`src/sv/sabt_pkg.sv`:
```
// Shared types, constants and command/status structs for the steering assist bias tracker.
`timescale 1ns / 1ps
package sabt_pkg;

  localparam int BIAS_W   = 16;
  localparam int MAG_W    = 15;
  localparam int TIME_W   = 32;
  localparam int LIMIT_W  = 16;
  localparam int MDELTA_W = 7;
  localparam int FAC_W    = 16;
  localparam int PROD_W   = MAG_W + FAC_W;
  localparam int MPROD_W  = MAG_W + MDELTA_W;
  localparam int MSHIFT   = 15;
  localparam int MMAG_W   = MPROD_W - MSHIFT;
  localparam int MOTOR_W  = 8;
  localparam int CFGD_W   = 16;

  localparam logic signed [BIAS_W-1:0] BIAS_LIMIT   = 16'sd16384;
  localparam logic signed [BIAS_W-1:0] BIAS_LIMIT_N = -16'sd16384;

  // Q0.16 decay factors
  localparam logic [FAC_W-1:0] FAC_SAFETY = 16'd32768;
  localparam logic [FAC_W-1:0] FAC_MANUAL = 16'd42598;
  localparam logic [FAC_W-1:0] FAC_DOCK   = 16'd26214;
  localparam logic [FAC_W-1:0] FAC_STALE  = 16'd55706;
  localparam logic [FAC_W-1:0] FAC_FRESH  = 16'd65208;

  localparam logic [MAG_W-1:0] SNAP_SUPP  = 15'd656;
  localparam logic [MAG_W-1:0] SNAP_STALE = 15'd984;
  localparam logic [MAG_W-1:0] SNAP_NONE  = 15'd0;

  localparam logic [MMAG_W-1:0] MOTOR_MIN = 7'd2;

  localparam logic [LIMIT_W-1:0]  STALE_LIMIT_RST = 16'd1600;
  localparam logic [MDELTA_W-1:0] MAX_DELTA_RST   = 7'd22;

  typedef enum logic [2:0] {
    ST_NONE    = 3'd0,
    ST_LEFT    = 3'd1,
    ST_RIGHT   = 3'd2,
    ST_CENTER  = 3'd3,
    ST_HOLD    = 3'd4,
    ST_SAFETY  = 3'd5,
    ST_MANUAL  = 3'd6
  } assist_t;

  typedef enum logic [1:0] {
    ZONE_NONE   = 2'd0,
    ZONE_LEFT   = 2'd1,
    ZONE_RIGHT  = 2'd2,
    ZONE_CENTER = 2'd3
  } zone_t;

  typedef enum logic {
    FUNC_MSG  = 1'b0,
    FUNC_TICK = 1'b1
  } func_t;

  typedef enum logic {
    CFG_STALE_LIMIT = 1'b0,
    CFG_MAX_DELTA   = 1'b1
  } cfg_idx_t;

  typedef enum logic [2:0] {
    SEL_MSG,
    SEL_SAFETY,
    SEL_MANUAL,
    SEL_DOCK,
    SEL_STALE,
    SEL_FRESH
  } dsel_t;

  typedef enum logic [2:0] {
    S_IDLE,
    S_DECAY,
    S_APPLY,
    S_MOTOR,
    S_DONE
  } state_t;

  typedef struct packed {
    logic capture;
    logic decay;
    logic apply;
    logic motor;
    logic finish;
  } cmd_t;

  typedef struct packed {
    logic out_hold;
  } sts_t;

endpackage

```
`src/sv/sabt_ctrl.sv`:
```
// Sequencer for the bias tracker: steps one item through decay, apply, motor and result load.
`timescale 1ns / 1ps
module sabt_ctrl (
  input  logic          clk,
  input  logic          rst_n,
  input  logic          in_valid,
  output logic          in_ready,
  input  sabt_pkg::sts_t sts,
  output sabt_pkg::cmd_t cmd
);
  import sabt_pkg::*;

  state_t state_r, state_nxt;

  always_ff @(posedge clk) begin
    if (!rst_n) begin
      state_r <= S_IDLE;
    end else begin
      state_r <= state_nxt;
    end
  end

  always_comb begin
    state_nxt = state_r;
    cmd       = '0;
    in_ready  = 1'b0;
    unique case (state_r)
      S_IDLE: begin
        in_ready = 1'b1;
        if (in_valid) begin
          cmd.capture = 1'b1;
          state_nxt   = S_DECAY;
        end
      end
      S_DECAY: begin
        cmd.decay = 1'b1;
        state_nxt = S_APPLY;
      end
      S_APPLY: begin
        cmd.apply = 1'b1;
        state_nxt = S_MOTOR;
      end
      S_MOTOR: begin
        cmd.motor = 1'b1;
        state_nxt = S_DONE;
      end
      S_DONE: begin
        if (!sts.out_hold) begin
          cmd.finish = 1'b1;
          state_nxt  = S_IDLE;
        end
      end
      default: begin
        state_nxt = S_IDLE;
      end
    endcase
  end

endmodule

```
`src/sv/sabt_dp.sv`:
```
// Datapath of the bias tracker: state registers, decay and motor multipliers, result register.
`timescale 1ns / 1ps
module sabt_dp (
  input  logic                                   clk,
  input  logic                                   rst_n,
  input  sabt_pkg::cmd_t                         cmd,
  output sabt_pkg::sts_t                         sts,
  input  logic                                   cfg_valid,
  output logic                                   cfg_ready,
  input  logic                                   cfg_index,
  input  logic [sabt_pkg::CFGD_W-1:0]            cfg_data,
  input  logic                                   in_func,
  input  logic [sabt_pkg::TIME_W-1:0]            in_time_ms,
  input  logic [1:0]                             in_target_zone,
  input  logic signed [sabt_pkg::BIAS_W-1:0]     in_target_bias,
  input  logic                                   in_target_tracking,
  input  logic                                   in_suppress_safety,
  input  logic                                   in_suppress_manual,
  input  logic                                   in_suppress_dock,
  output logic                                   out_valid,
  input  logic                                   out_ready,
  output logic [2:0]                             out_assist_state,
  output logic signed [sabt_pkg::BIAS_W-1:0]     out_turn_bias,
  output logic                                   out_target_stale,
  output logic signed [sabt_pkg::MOTOR_W-1:0]    out_motor_left,
  output logic signed [sabt_pkg::MOTOR_W-1:0]    out_motor_right
);
  import sabt_pkg::*;

  // captured item
  func_t                     func_r;
  logic [TIME_W-1:0]         time_r;
  zone_t                     zone_r;
  logic signed [BIAS_W-1:0]  tbias_r;
  logic                      track_r;
  logic                      ssafe_r;
  logic                      sman_r;
  logic                      sdock_r;

  // tracker state
  logic signed [BIAS_W-1:0]  bias_r;
  assist_t                   mode_r;
  logic [TIME_W-1:0]         last_rx_r;
  logic [LIMIT_W-1:0]        limit_r;
  logic [MDELTA_W-1:0]       mdelta_r;

  // intermediate
  logic [PROD_W-1:0]         prod_r;
  dsel_t                     sel_r;
  logic                      stale_r;
  logic [MPROD_W-1:0]        mot_r;

  // result register
  logic                      out_valid_r;
  assist_t                   out_state_r;
  logic signed [BIAS_W-1:0]  out_bias_r;
  logic                      out_stale_r;
  logic signed [MOTOR_W-1:0] out_left_r;
  logic signed [MOTOR_W-1:0] out_right_r;

  logic [BIAS_W-1:0]         mag16;
  logic [MAG_W-1:0]          bias_mag;
  logic [TIME_W-1:0]         age;
  logic                      stale_now;
  dsel_t                     sel_c;
  logic [FAC_W-1:0]          factor_c;
  logic signed [BIAS_W-1:0]  msg_bias;
  assist_t                   msg_mode;
  logic [MAG_W-1:0]          dmag;
  logic [MAG_W-1:0]          snap_c;
  logic                      snapped;
  logic [BIAS_W-1:0]         dext;
  logic signed [BIAS_W-1:0]  dec_bias;
  logic [MMAG_W-1:0]         mmag;
  logic                      motor_en;
  logic [MOTOR_W-1:0]        mext;
  logic [MOTOR_W-1:0]        left_c;

  assign cfg_ready = 1'b1;

  assign mag16    = bias_r[BIAS_W-1] ? (BIAS_W'(0) - bias_r) : bias_r;
  assign bias_mag = mag16[MAG_W-1:0];

  assign age       = time_r - last_rx_r;
  assign stale_now = (last_rx_r == '0) || (age > {{(TIME_W-LIMIT_W){1'b0}}, limit_r});

  always_comb begin
    if (func_r == FUNC_MSG) begin
      sel_c = SEL_MSG;
    end else if (ssafe_r) begin
      sel_c = SEL_SAFETY;
    end else if (sman_r) begin
      sel_c = SEL_MANUAL;
    end else if (sdock_r) begin
      sel_c = SEL_DOCK;
    end else if (stale_now) begin
      sel_c = SEL_STALE;
    end else begin
      sel_c = SEL_FRESH;
    end
  end

  always_comb begin
    case (sel_c)
      SEL_SAFETY: factor_c = FAC_SAFETY;
      SEL_MANUAL: factor_c = FAC_MANUAL;
      SEL_DOCK:   factor_c = FAC_DOCK;
      SEL_STALE:  factor_c = FAC_STALE;
      SEL_FRESH:  factor_c = FAC_FRESH;
      default:    factor_c = '0;
    endcase
  end

  always_comb begin
    case (sel_r) inside
      SEL_SAFETY, SEL_MANUAL, SEL_DOCK: snap_c = SNAP_SUPP;
      SEL_STALE:                        snap_c = SNAP_STALE;
      default:                          snap_c = SNAP_NONE;
    endcase
  end

  always_comb begin
    if (tbias_r > BIAS_LIMIT) begin
      msg_bias = BIAS_LIMIT;
    end else if (tbias_r < BIAS_LIMIT_N) begin
      msg_bias = BIAS_LIMIT_N;
    end else begin
      msg_bias = tbias_r;
    end
  end

  always_comb begin
    unique case (zone_r)
      ZONE_LEFT:   msg_mode = ST_LEFT;
      ZONE_RIGHT:  msg_mode = ST_RIGHT;
      ZONE_CENTER: msg_mode = ST_CENTER;
      default:     msg_mode = track_r ? ST_HOLD : ST_NONE;
    endcase
  end

  assign dmag     = prod_r[PROD_W-1:FAC_W];
  assign snapped  = dmag < snap_c;
  assign dext     = {{(BIAS_W-MAG_W){1'b0}}, dmag};
  assign dec_bias = snapped ? '0 : (bias_r[BIAS_W-1] ? (BIAS_W'(0) - dext) : dext);

  assign mmag     = mot_r[MPROD_W-1:MSHIFT];
  assign motor_en = !(ssafe_r || sman_r || sdock_r) && !stale_r && (mmag >= MOTOR_MIN);
  assign mext     = {{(MOTOR_W-MMAG_W){1'b0}}, mmag};
  assign left_c   = !motor_en ? '0 : (bias_r[BIAS_W-1] ? (MOTOR_W'(0) - mext) : mext);

  // item capture and intermediates
  always_ff @(posedge clk) begin
    if (cmd.capture) begin
      func_r  <= func_t'(in_func);
      time_r  <= in_time_ms;
      zone_r  <= zone_t'(in_target_zone);
      tbias_r <= in_target_bias;
      track_r <= in_target_tracking;
      ssafe_r <= in_suppress_safety;
      sman_r  <= in_suppress_manual;
      sdock_r <= in_suppress_dock;
    end
    if (cmd.decay) begin
      prod_r  <= PROD_W'(bias_mag) * PROD_W'(factor_c);
      sel_r   <= sel_c;
      stale_r <= (func_r == FUNC_MSG) ? (time_r == '0) : stale_now;
    end
    if (cmd.motor) begin
      mot_r <= MPROD_W'(bias_mag) * MPROD_W'(mdelta_r);
    end
  end

  // tracker state and configuration
  always_ff @(posedge clk) begin
    if (!rst_n) begin
      bias_r    <= '0;
      mode_r    <= ST_NONE;
      last_rx_r <= '0;
      limit_r   <= STALE_LIMIT_RST;
      mdelta_r  <= MAX_DELTA_RST;
    end else begin
      if (cfg_valid && cfg_ready) begin
        unique case (cfg_idx_t'(cfg_index))
          CFG_STALE_LIMIT: limit_r  <= cfg_data;
          CFG_MAX_DELTA:   mdelta_r <= cfg_data[MDELTA_W-1:0];
          default: ;
        endcase
      end
      if (cmd.decay && func_r == FUNC_MSG) begin
        bias_r    <= msg_bias;
        mode_r    <= msg_mode;
        last_rx_r <= time_r;
      end
      if (cmd.apply && sel_r != SEL_MSG) begin
        bias_r <= dec_bias;
        case (sel_r) inside
          SEL_SAFETY: mode_r <= ST_SAFETY;
          SEL_MANUAL: mode_r <= ST_MANUAL;
          SEL_DOCK, SEL_STALE: begin
            if (snapped) begin
              mode_r <= ST_NONE;
            end
          end
          default: ;
        endcase
      end
    end
  end

  // result register
  always_ff @(posedge clk) begin
    if (!rst_n) begin
      out_valid_r <= 1'b0;
    end else if (cmd.finish) begin
      out_valid_r <= 1'b1;
    end else if (out_ready) begin
      out_valid_r <= 1'b0;
    end
  end

  always_ff @(posedge clk) begin
    if (cmd.finish) begin
      out_state_r <= mode_r;
      out_bias_r  <= bias_r;
      out_stale_r <= stale_r;
      out_left_r  <= left_c;
      out_right_r <= MOTOR_W'(0) - left_c;
    end
  end

  assign sts.out_hold      = out_valid_r && !out_ready;
  assign out_valid         = out_valid_r;
  assign out_assist_state  = out_state_r;
  assign out_turn_bias     = out_bias_r;
  assign out_target_stale  = out_stale_r;
  assign out_motor_left    = out_left_r;
  assign out_motor_right   = out_right_r;

  a_bias_range: assert property (@(posedge clk) disable iff (!rst_n)
    (bias_r <= BIAS_LIMIT) && (bias_r >= BIAS_LIMIT_N))
    else $error("bias outside clamp range");

  a_no_overwrite: assert property (@(posedge clk) disable iff (!rst_n)
    cmd.finish |-> (!out_valid_r || out_ready))
    else $error("result register overwritten before transfer");

  a_motor_opposed: assert property (@(posedge clk) disable iff (!rst_n)
    out_valid_r |-> (out_right_r == -out_left_r))
    else $error("motor deltas not opposed");

  a_motor_stale: assert property (@(posedge clk) disable iff (!rst_n)
    (out_valid_r && out_left_r != '0) |-> !out_stale_r)
    else $error("motor delta driven while stale");

endmodule

```
`src/sv/steering_assist_bias_tracker_top.sv`:
```
// Top level of the steering assist bias tracker: sequencer plus datapath.
// An input transfer steps through the decay, apply and motor states; the result then goes to
// out_valid once any held result has been taken. No new item is taken before that load; the
// sequencer steps through two registered multiplies (bias decay, then motor delta scaling).
// A finished result waits in the output register while the next item is taken.
// Reset (rst_n low, synchronous): bias 0, state none, never received, registers to defaults.
`timescale 1ns / 1ps
module steering_assist_bias_tracker_top (
  input  logic                                clk,
  input  logic                                rst_n,
  input  logic                                cfg_valid,
  output logic                                cfg_ready,
  input  logic                                cfg_index,
  input  logic [sabt_pkg::CFGD_W-1:0]         cfg_data,
  input  logic                                in_valid,
  output logic                                in_ready,
  input  logic                                in_func,
  input  logic [sabt_pkg::TIME_W-1:0]         in_time_ms,
  input  logic [1:0]                          in_target_zone,
  input  logic signed [sabt_pkg::BIAS_W-1:0]  in_target_bias,
  input  logic                                in_target_tracking,
  input  logic                                in_suppress_safety,
  input  logic                                in_suppress_manual,
  input  logic                                in_suppress_dock,
  output logic                                out_valid,
  input  logic                                out_ready,
  output logic [2:0]                          out_assist_state,
  output logic signed [sabt_pkg::BIAS_W-1:0]  out_turn_bias,
  output logic                                out_target_stale,
  output logic signed [sabt_pkg::MOTOR_W-1:0] out_motor_left,
  output logic signed [sabt_pkg::MOTOR_W-1:0] out_motor_right
);
  import sabt_pkg::*;

  cmd_t cmd;
  sts_t sts;

  sabt_ctrl u_ctrl (
    .clk      (clk),
    .rst_n    (rst_n),
    .in_valid (in_valid),
    .in_ready (in_ready),
    .sts      (sts),
    .cmd      (cmd)
  );

  sabt_dp u_dp (
    .clk                (clk),
    .rst_n              (rst_n),
    .cmd                (cmd),
    .sts                (sts),
    .cfg_valid          (cfg_valid),
    .cfg_ready          (cfg_ready),
    .cfg_index          (cfg_index),
    .cfg_data           (cfg_data),
    .in_func            (in_func),
    .in_time_ms         (in_time_ms),
    .in_target_zone     (in_target_zone),
    .in_target_bias     (in_target_bias),
    .in_target_tracking (in_target_tracking),
    .in_suppress_safety (in_suppress_safety),
    .in_suppress_manual (in_suppress_manual),
    .in_suppress_dock   (in_suppress_dock),
    .out_valid          (out_valid),
    .out_ready          (out_ready),
    .out_assist_state   (out_assist_state),
    .out_turn_bias      (out_turn_bias),
    .out_target_stale   (out_target_stale),
    .out_motor_left     (out_motor_left),
    .out_motor_right    (out_motor_right)
  );

endmodule
```
`config.mk`:
```
export PLATFORM = sky130hd
export DESIGN_NAME = steering_assist_bias_tracker_top
export DESIGN_NICKNAME = d
export VERILOG_FILES = /design/src/sv/sabt_pkg.sv /design/src/sv/sabt_ctrl.sv /design/src/sv/sabt_dp.sv /design/src/sv/steering_assist_bias_tracker_top.sv
export SDC_FILE = /design/constraint.sdc
export NUM_CORES = 1
export LEC_CHECK = 0
export ABC_CLOCK_PERIOD_IN_PS = 13200
export BUFFER_PORTS_ARGS = -buffer_cell sky130_fd_sc_hd__buf_2
export CORE_ASPECT_RATIO = 0.6
export CORE_UTILIZATION = 63
export DETAILED_ROUTE_END_ITERATION = 12
export PLACE_DENSITY = 0.82
export SYNTH_ARGS = -nofsm -noshare
export SYNTH_HDL_FRONTEND = slang
export SYNTH_SLANG_ARGS = --single-unit
```
`constraint.sdc`:
```
create_clock -name clk -period 13.2 [get_ports clk]
set_input_delay 2.64 -clock clk [delete_from_list [all_inputs] [get_ports clk]]
set_output_delay 2.64 -clock clk [all_outputs]
set_load 0.02 [all_outputs]
```
==> results list, run 1 <==
- Along the worst path, the maximum fanout reaches 23.
- Number of buffers inserted for hold repair after clock tree synthesis: 0
* Total power of the final layout: a little over 2 mW
- Resize count post-CTS: 0
- Total number of placement rows: a little under 50
- Counting tap cells, the placed design contains a total of ~2500 instances.
* DRT antenna net count: 0
* CP Class: reg -> reg
* Detailed router's first-iteration violation count: 1926
- Summed over all layers, the global routing overflow is 0.
- Xor/xnor share of the synthesized area: 0.0416
* Cell Count, Final, Fillers Out: between 2000 and 3000
- The worst path needs roughly 11000 ps of the cycle, external delays included.
* Mapped Cells: slightly above 2000
- The tree is rooted in a clkbuf_16.
* Finish-stage setup viols: 0
* Share of total power in sequential cells: 0.369
* Setup repair after global routing missed its margin: no
- Number of distinct library cells after synthesis: between 70 and 80
* Routed vias: between 15000 and 20000
- Async SR Flop Fraction: 0
- In the synthesized netlist, the cells that appear most often are inv_1, nand2_1, fa_1.
- Main synth FF type: edfxtp_1
* Initial Utilization: 0.643
- Routed WL: approximately 54000 um
* Syn_area_per_cell: ~9.5 sq um
- Internal power comes to 1.23 mW.
- Number of clock buffers inserted by TritonCTS: 17
- The core region is around 0.030 sq mm.
- Measured against its own limit, the worst slew margin works out to 0.137.
- Final number of hold-violating endpoints: 0
- The tightest min-delay check is of the reg -> reg type.
- The kind of cell with the highest combined delay along the critical path is compound AO/OA/AOI/OAI gates.
* Clock slew at reported path FFs: about 90 ps
- CP Data Required Time: 13420 ps
* Share of the synthesized area in the top cell type: 0.230
* Synth Area in Compound Gates: 0.111
- Average wire per standard cell: between 20 and 25 um
- Based on the critical path, the design can be clocked at up to 88.7 MHz.
- CTS built an H-tree with a depth of 4.
* Sequential cell area fraction in the yosys report: 0.261
- Residual DRC count: 0
- After detailed routing, the number of vias per cell comes to 6.06.
* Status: complete, no violations
* Cell type with the largest total area after synthesis: fa_1
* Kind of start point of the critical path: flop
- Clock group share of total power: 0.269
- Netlist area before placement: between 0.015 and 0.02 sq mm
- The slowest stage of the critical path is the a221oi_1 cell.
- Fill cells in the final layout number 2283.
- The cell that appears most often on the critical path is ha_1.
- By area the synthesized netlist is led by fa_1, edfxtp_1, ha_1.
* Core utilization of the finished layout: 0.696
- Worst slew pin tran: 1280 ps
- HPWL Detailed: 43700 um
- Counting flops and latches in the post-synthesis netlist gives slightly below 200.
- inv_1 is the most common cell in the netlist.
- Total negative setup slack: 0 ps
- Of the total power, the share spent switching nets is 0.393.
- The number of antenna diodes in the final layout is 0.
* CTS tree: yes
- Number of buffer cells added on primary ports: 114
* Area fraction in and, or, nand and nor cells after synthesis: 0.154
- The largest single stage delay on the critical path is 790 ps.
* Number of clock sinks seen by CTS: a little under 200
- Dominant combinational cell family by area after synthesis: adder cells
- The first detailed-routing pass ran for 6 iterations.
- The number of global-route vias before repair came to roughly 15000.
- The first global-routing pass estimated between 80000 and 90000 um of wire.
- Setup clock skew after layout: around 14 ps
- Net count after synthesis: between 2000 and 3000
* Worst skew pair latency: ~460 ps
* Synthesized-area fraction occupied by adder cells: 0.352
* Y dimension of the die: 138 um
- Routability-driven placement finished with a final weighted congestion of 1.06.
* Top Ports: between 100 and 150
- In the final layout, the share of cells above drive strength 1 is 0.0881.
- Count of flip-flops with a built-in enable after synthesis: between 100 and 150
- The number of antenna violations at the first check in global routing was 0.
* Power density over the cells: just under 100 mW/mm^2
* Total number of nets in the final design: about 2600
- Across every metal layer, demand over resource in global routing totals 0.357.
* Count of buffers added by post-CTS timing repair for setup: 0
- Compared with the post-synthesis result, the final layout area differs by 8.15%.
- The analysis attributes to net switching a power of about 0.8 mW.
- Data arrival time of the critical path: between 10000 and 15000 ps
* Number of violations of the max-capacitance limit: 0
- Final Max Slew Viols: 0
- Proportion of synthesized area in mux cells: 0.00375
- Maximum ir drop on the vdd rail: approximately 0.11 mV
- Tcrit/Tclk final: 0.854
- Die width: between 200 and 250 um
- Combinational cell fraction of total power: 0.362
- The clock passes through at most 2 buffers.
- Counting both buffers and inverters, the worst setup path holds a total of 3.
- Die area: about 0.031 sq mm
- During synthesis, Yosys emitted a total of 0 warnings.
- The worst setup path is captured at a flop.
- For this design the static power due to leakage is about 10 nW.
- Pin count of the biggest net entering global routing: roughly 80
-- routing by layer --
metal	global-route usage	vias to the layer above	share of wire
li1	-	6897	-
met4	0.0783	0	0.019
met3	0.156	91	0.15
met2	0.473	946	0.39
met5	0	-	0
met1	0.527	7472	0.44
-- area by class of cell --
cell class                      count  area (sq um)  area share
Multi-Input combinational cell   1454         12800       0.613
Clock inverter                     15           180     0.00861
Sequential cell                   194          5040       0.241
Inverter                          319          1200      0.0572
Clock buffer                       17           425      0.0203
Tap cell                          408           510      0.0244
Timing Repair Buffer              136           736      0.0351
-- layout by cell type (no fill, tap or decap), types with 24 or more instances in the layout --
| cell | Yosys | routed |
|---|---|---|
| inv_1 | 318 | 318 |
| nand2_1 | 300 | 300 |
| fa_1 | 222 | 222 |
| ha_1 | 189 | 189 |
| edfxtp_1 | 116 | 116 |
| buf_2 | 5 | 114 |
| nor2_1 | 88 | 88 |
| dfxtp_1 | 78 | 78 |
| and2_1 | 72 | 71 |
| a21oi_1 | 64 | 64 |
| xnor2_1 | 59 | 58 |
| a21boi_0 | 52 | 52 |
| o21ai_0 | 48 | 48 |
| xor2_1 | 33 | 33 |
| nor2b_1 | 25 | 24 |
-- state kept, by name (all words and copies together) (netlist names), 2 cells and up --
register               cells
u_dp.last_rx_r            32
u_dp.time_r               32
u_dp.bias_r               16
u_dp.limit_r              16
u_dp.out_turn_bias        16
u_dp.tbias_r              16
u_dp.prod_r               15
u_dp.out_motor_right       8
u_dp.mdelta_r              7
u_dp.mot_r                 7
u_dp.out_motor_left        7
u_ctrl.state_r             3
u_dp.mode_r                3
u_dp.out_assist_state      3
u_dp.sel_r                 3
u_dp.zone_r                2
-- final timing paths --
check | from | endpoint | cells past startpoint | slack (ps)
hold reg to reg | u_dp.mode_r[1] | u_dp.out_assist_state[1] | 0 | 460
hold / removal | u_dp.mode_r[1] | u_dp.out_assist_state[1] | 0 | 460
setup / recovery | u_dp.time_r[1] | u_dp.prod_r[30] | 38 | 1920
setup reg to reg | u_dp.time_r[1] | u_dp.prod_r[30] | 38 | 1920
-- power by group through the flow --
stage                     sequential (mW)  combinational, mW  clock [mW]
after floorplan                     0.732              0.517           0
after global placement              0.757              0.686           0
after detailed placement            0.759              0.711           0
final                               0.750              0.735       0.545
after CTS                           0.746              0.722       0.548
after global routing                0.752              0.820       0.573
-- stage by stage --
step | area, sq um | hold WS (ps) | setup slack, ps
after CTS | 20900 | 461 | 2070
after floorplan | 19400 | 408 | 3440
final | 20900 | 459 | 1920
after detailed placement | 20300 | 432 | 2170
after global routing | 20900 | 473 | 1240
after global placement | 20300 | 424 | 2400
-- worst reg2reg max path, delay by kind of cell (launching register included) --
kind                       cells  cell delay (ps)
buffers and inverters          3              400
adders and majority gates      9             3580
AOI/OAI and AO/OA             17             4740
and+or+nand+nor                7             1600
xor gates and xnor gates       2              240
DFF                            1              470
-- cell families after synthesis --
logic type | count (synthesis)
mux | 7
xor+xnor | 92
buf+inv | 389
simple gates | 631
fa+ha+maj | 411
flops | 194
other cells | 1
compound gates | 312
Note: power is estimated with default switching activity, not from simulation.
==> run 2: changes to the inputs <==
--- a/config.mk
+++ b/config.mk
@@ -7,10 +7,12 @@
 export LEC_CHECK = 0
 export ABC_CLOCK_PERIOD_IN_PS = 13200
 export BUFFER_PORTS_ARGS = -buffer_cell sky130_fd_sc_hd__buf_2
+export CELL_PAD_IN_SITES_DETAIL_PLACEMENT = 0
+export CELL_PAD_IN_SITES_GLOBAL_PLACEMENT = 1
 export CORE_ASPECT_RATIO = 0.6
-export CORE_UTILIZATION = 63
+export CORE_UTILIZATION = 49
 export DETAILED_ROUTE_END_ITERATION = 12
-export PLACE_DENSITY = 0.82
+export PLACE_DENSITY_LB_ADDON = 0.1
 export SYNTH_ARGS = -nofsm -noshare
 export SYNTH_HDL_FRONTEND = slang
 export SYNTH_SLANG_ARGS = --single-unit
==> results list, run 2 (synthesized netlist as in run 1, its figures left out) <==
* Worst slew pin tran: between 1000 and 1500 ps
- The finished layout holds ~2600 standard cells, fillers aside.
- The clock tree synthesis step divided the H-tree into 4 levels.
- CTS tree: yes
* Finish-stage setup viols: 0
- Max-cap violations in this run came to 0.
- Design internal power: 1.25 mW
- Measured along the x axis, the die boundary spans between 200 and 300 um.
- The core region is about 0.038 sq mm.
- Count of buffers added by post-CTS timing repair for setup: 0
- Fillcell total: 3488
* Top Ports: roughly 120
- GP Congestion: about 1
- The largest registers in the layout are u_dp.last_rx_r: 32 flops, u_dp.time_r: 32 flops.
- In this run the static leakage power is a little under 10 nW.
* Global router's overall resource usage: 0.296
- DRT antenna net count: 0
- Total number of nets in the final design: about 2600
* Reg area: around 0.005 sq mm
- Library cell appearing most often on the critical path: fa_1
- Final Max Slew Viols: 0
- CTS placed an instance of clkbuf_16 at the clock tree root.
- Input and output buffers added on the ports amount to 114.
- Number of clock sinks seen by CTS: a little under 200
- From bottom edge to top edge, the die measures 156 um.
* Data arrival time of the critical path: around 12000 ps
* Commonest non-fill, non-tap cells in the layout: inv_1, nand2_1, fa_1
* Final number of hold-violating endpoints: 0
- Once the clock tree was built, the resizer swapped 0 gates to a different size.
* CP Class: reg -> reg
- Vias in the first global route: 14400
- Initial Utilization: 0.505
- Clock tree synthesis inserted a total of 17 buffers.
- Worst skew pair latency: between 400 and 500 ps
- Setup repair after global routing left no endpoint under its margin.
- Biggest fanout along the worst timing path: 27
* Sw power: ~0.8 mW
* Fraction of final layout cells sized beyond drive strength 1: 0.0876
- The worst-case IR drop observed on VDD is 0.0801 mV.
* Max transition margin: 0.181
- Across all hold checks on the routed design, the worst slack comes to ~440 ps.
- For this run, the detailed router's first-pass iteration total came to 7.
- Synthesis-to-layout area growth: 8.91%
* Number of buffers inserted for hold repair after clock tree synthesis: 0
* Antenna violations before repair: 2
- Of the available clock period, the critical path in the final layout requires 0.869.
* Power density over the cells: 97.4 mW/mm^2
* First-pass GRT wire length: slightly below 90000 um
- Global routing finished with a remaining overflow of 0.
- Dividing the detail-routed wire length by the instance count gives about 22 um.
- At the end of the flow the core is filled with cells to 0.550.
- The detailed router finished its first iteration with ~1500 violations.
- In this run the worst hold path is classified as reg -> reg.
- Clock group share of total power: 0.273
- Entering global routing, the biggest net connects 79 pins.
- Summing all multi-input logic gate instances after layout gives 0.0128 sq mm.
* Residual DRC count: 0
- For this run, the top clock speed supported by timing is 87.2 MHz.
* Kind of end point of the critical path: flop
- The slowest stage of the critical path is the a21oi_4 cell.
- The floorplan has 55 rows.
* Per-cell via count in the routed design: between 5 and 6
- For the worst setup path, the data required time is around 13000 ps.
* Share of total power in sequential cells: 0.366
- Most frequent standard cell in the layout excluding fill and tap cells: inv_1
- On the worst path, the slowest cell contributes a delay of around 700 ps.
- Total negative setup slack: 0 ps
- Max clock buf depth: 2
- Of the total power, the share spent switching nets is 0.390.
* Post-layout min period: roughly 11000 ps
* Routed WL: 57500 um
* Combinational cell fraction of total power: 0.362
- Routed vias: roughly 15000
- Counting tap cells, the placed design contains a total of 2615 instances.
* HPWL Detailed: 47200 um
- Across the routed clock network, the largest skew measured is about 19 ps.
- Clock slew at reported path FFs: 80 ps
* Status: complete, no violations
- The floorplan step defined a die boundary enclosing 0.0403 sq mm.
- STA classifies the critical path startpoint as a flop.
[run 2: changes by cell type in the layout (fill, tap and decap cells not counted), sizes merged]
cell      previous run  this run
clkinvlp             0         1
inv                326       325
bufinv               0         1
clkinv               8         7
buf                136       135
diode                0         1
[run 2: critical path: cells and delay by family (launching register included)]
kind | cells | cell delay (ps)
adder cells (fa/ha/maj) | 10 | 4320
AO/OA/AOI/OAI | 15 | 3490
AND/OR/NAND/NOR | 9 | 2180
buffers and inverters | 5 | 490
flip-flops | 1 | 480
XOR/XNOR | 2 | 240
[run 2: cell type report]
cell class | count | share of cell area
well taps | 513 | 0.0304
clock buffers | 17 | 0.0202
clock inverters | 15 | 0.00973
diodes | 1 | 0.000119
repair buffers | 135 | 0.0345
flip-flops and latches | 194 | 0.239
multi-input cells | 1454 | 0.609
inverters | 319 | 0.0568
[run 2: layer usage]
metal / vias to the layer above / global-route usage / part of all wire / wire length, um
li1: 6890 / - / - / -
met1: 7104 / 0.475 / 0.50 / 28900
met2: 627 / 0.371 / 0.37 / 21100
met3: 31 / 0.112 / 0.12 / 6990
met4: 0 / 0.0383 / 0.0090 / 515
met5: - / 0 / 0 / 0
[run 2: worst paths after layout]
| check | slack (ps) | cells after the start | startpoint | end |
|---|---|---|---|---|
| setup / recovery | 1730 | 41 | u_dp.time_r[0] | u_dp.prod_r[30] |
| hold / removal | 440 | 0 | u_dp.mode_r[2] | u_dp.out_assist_state[2] |
| setup reg to reg | 1730 | 41 | u_dp.time_r[0] | u_dp.prod_r[30] |
| hold reg to reg | 440 | 0 | u_dp.mode_r[2] | u_dp.out_assist_state[2] |
[run 2: power groups by stage]
stage	sequential, mW	combinational (mW)	clock (mW)
2_1_floorplan	0.732	0.517	0
3_3_place_gp	0.762	0.715	0
3_5_place_dp	0.762	0.722	0
4_1_cts	0.749	0.734	0.569
5_1_grt	0.755	0.838	0.591
6_report	0.752	0.743	0.560
[run 2: metrics by stage]
step / area (sq um) / power (mW) / setup slack [ps]
floorplan: 19400 / 1.25 / 3440
global placement: 20500 / 1.48 / 2140
detailed placement: 20500 / 1.48 / 1860
CTS: 21100 / 2.05 / 1770
global route: 21100 / 2.18 / 971
finish: 21100 / 2.05 / 1730
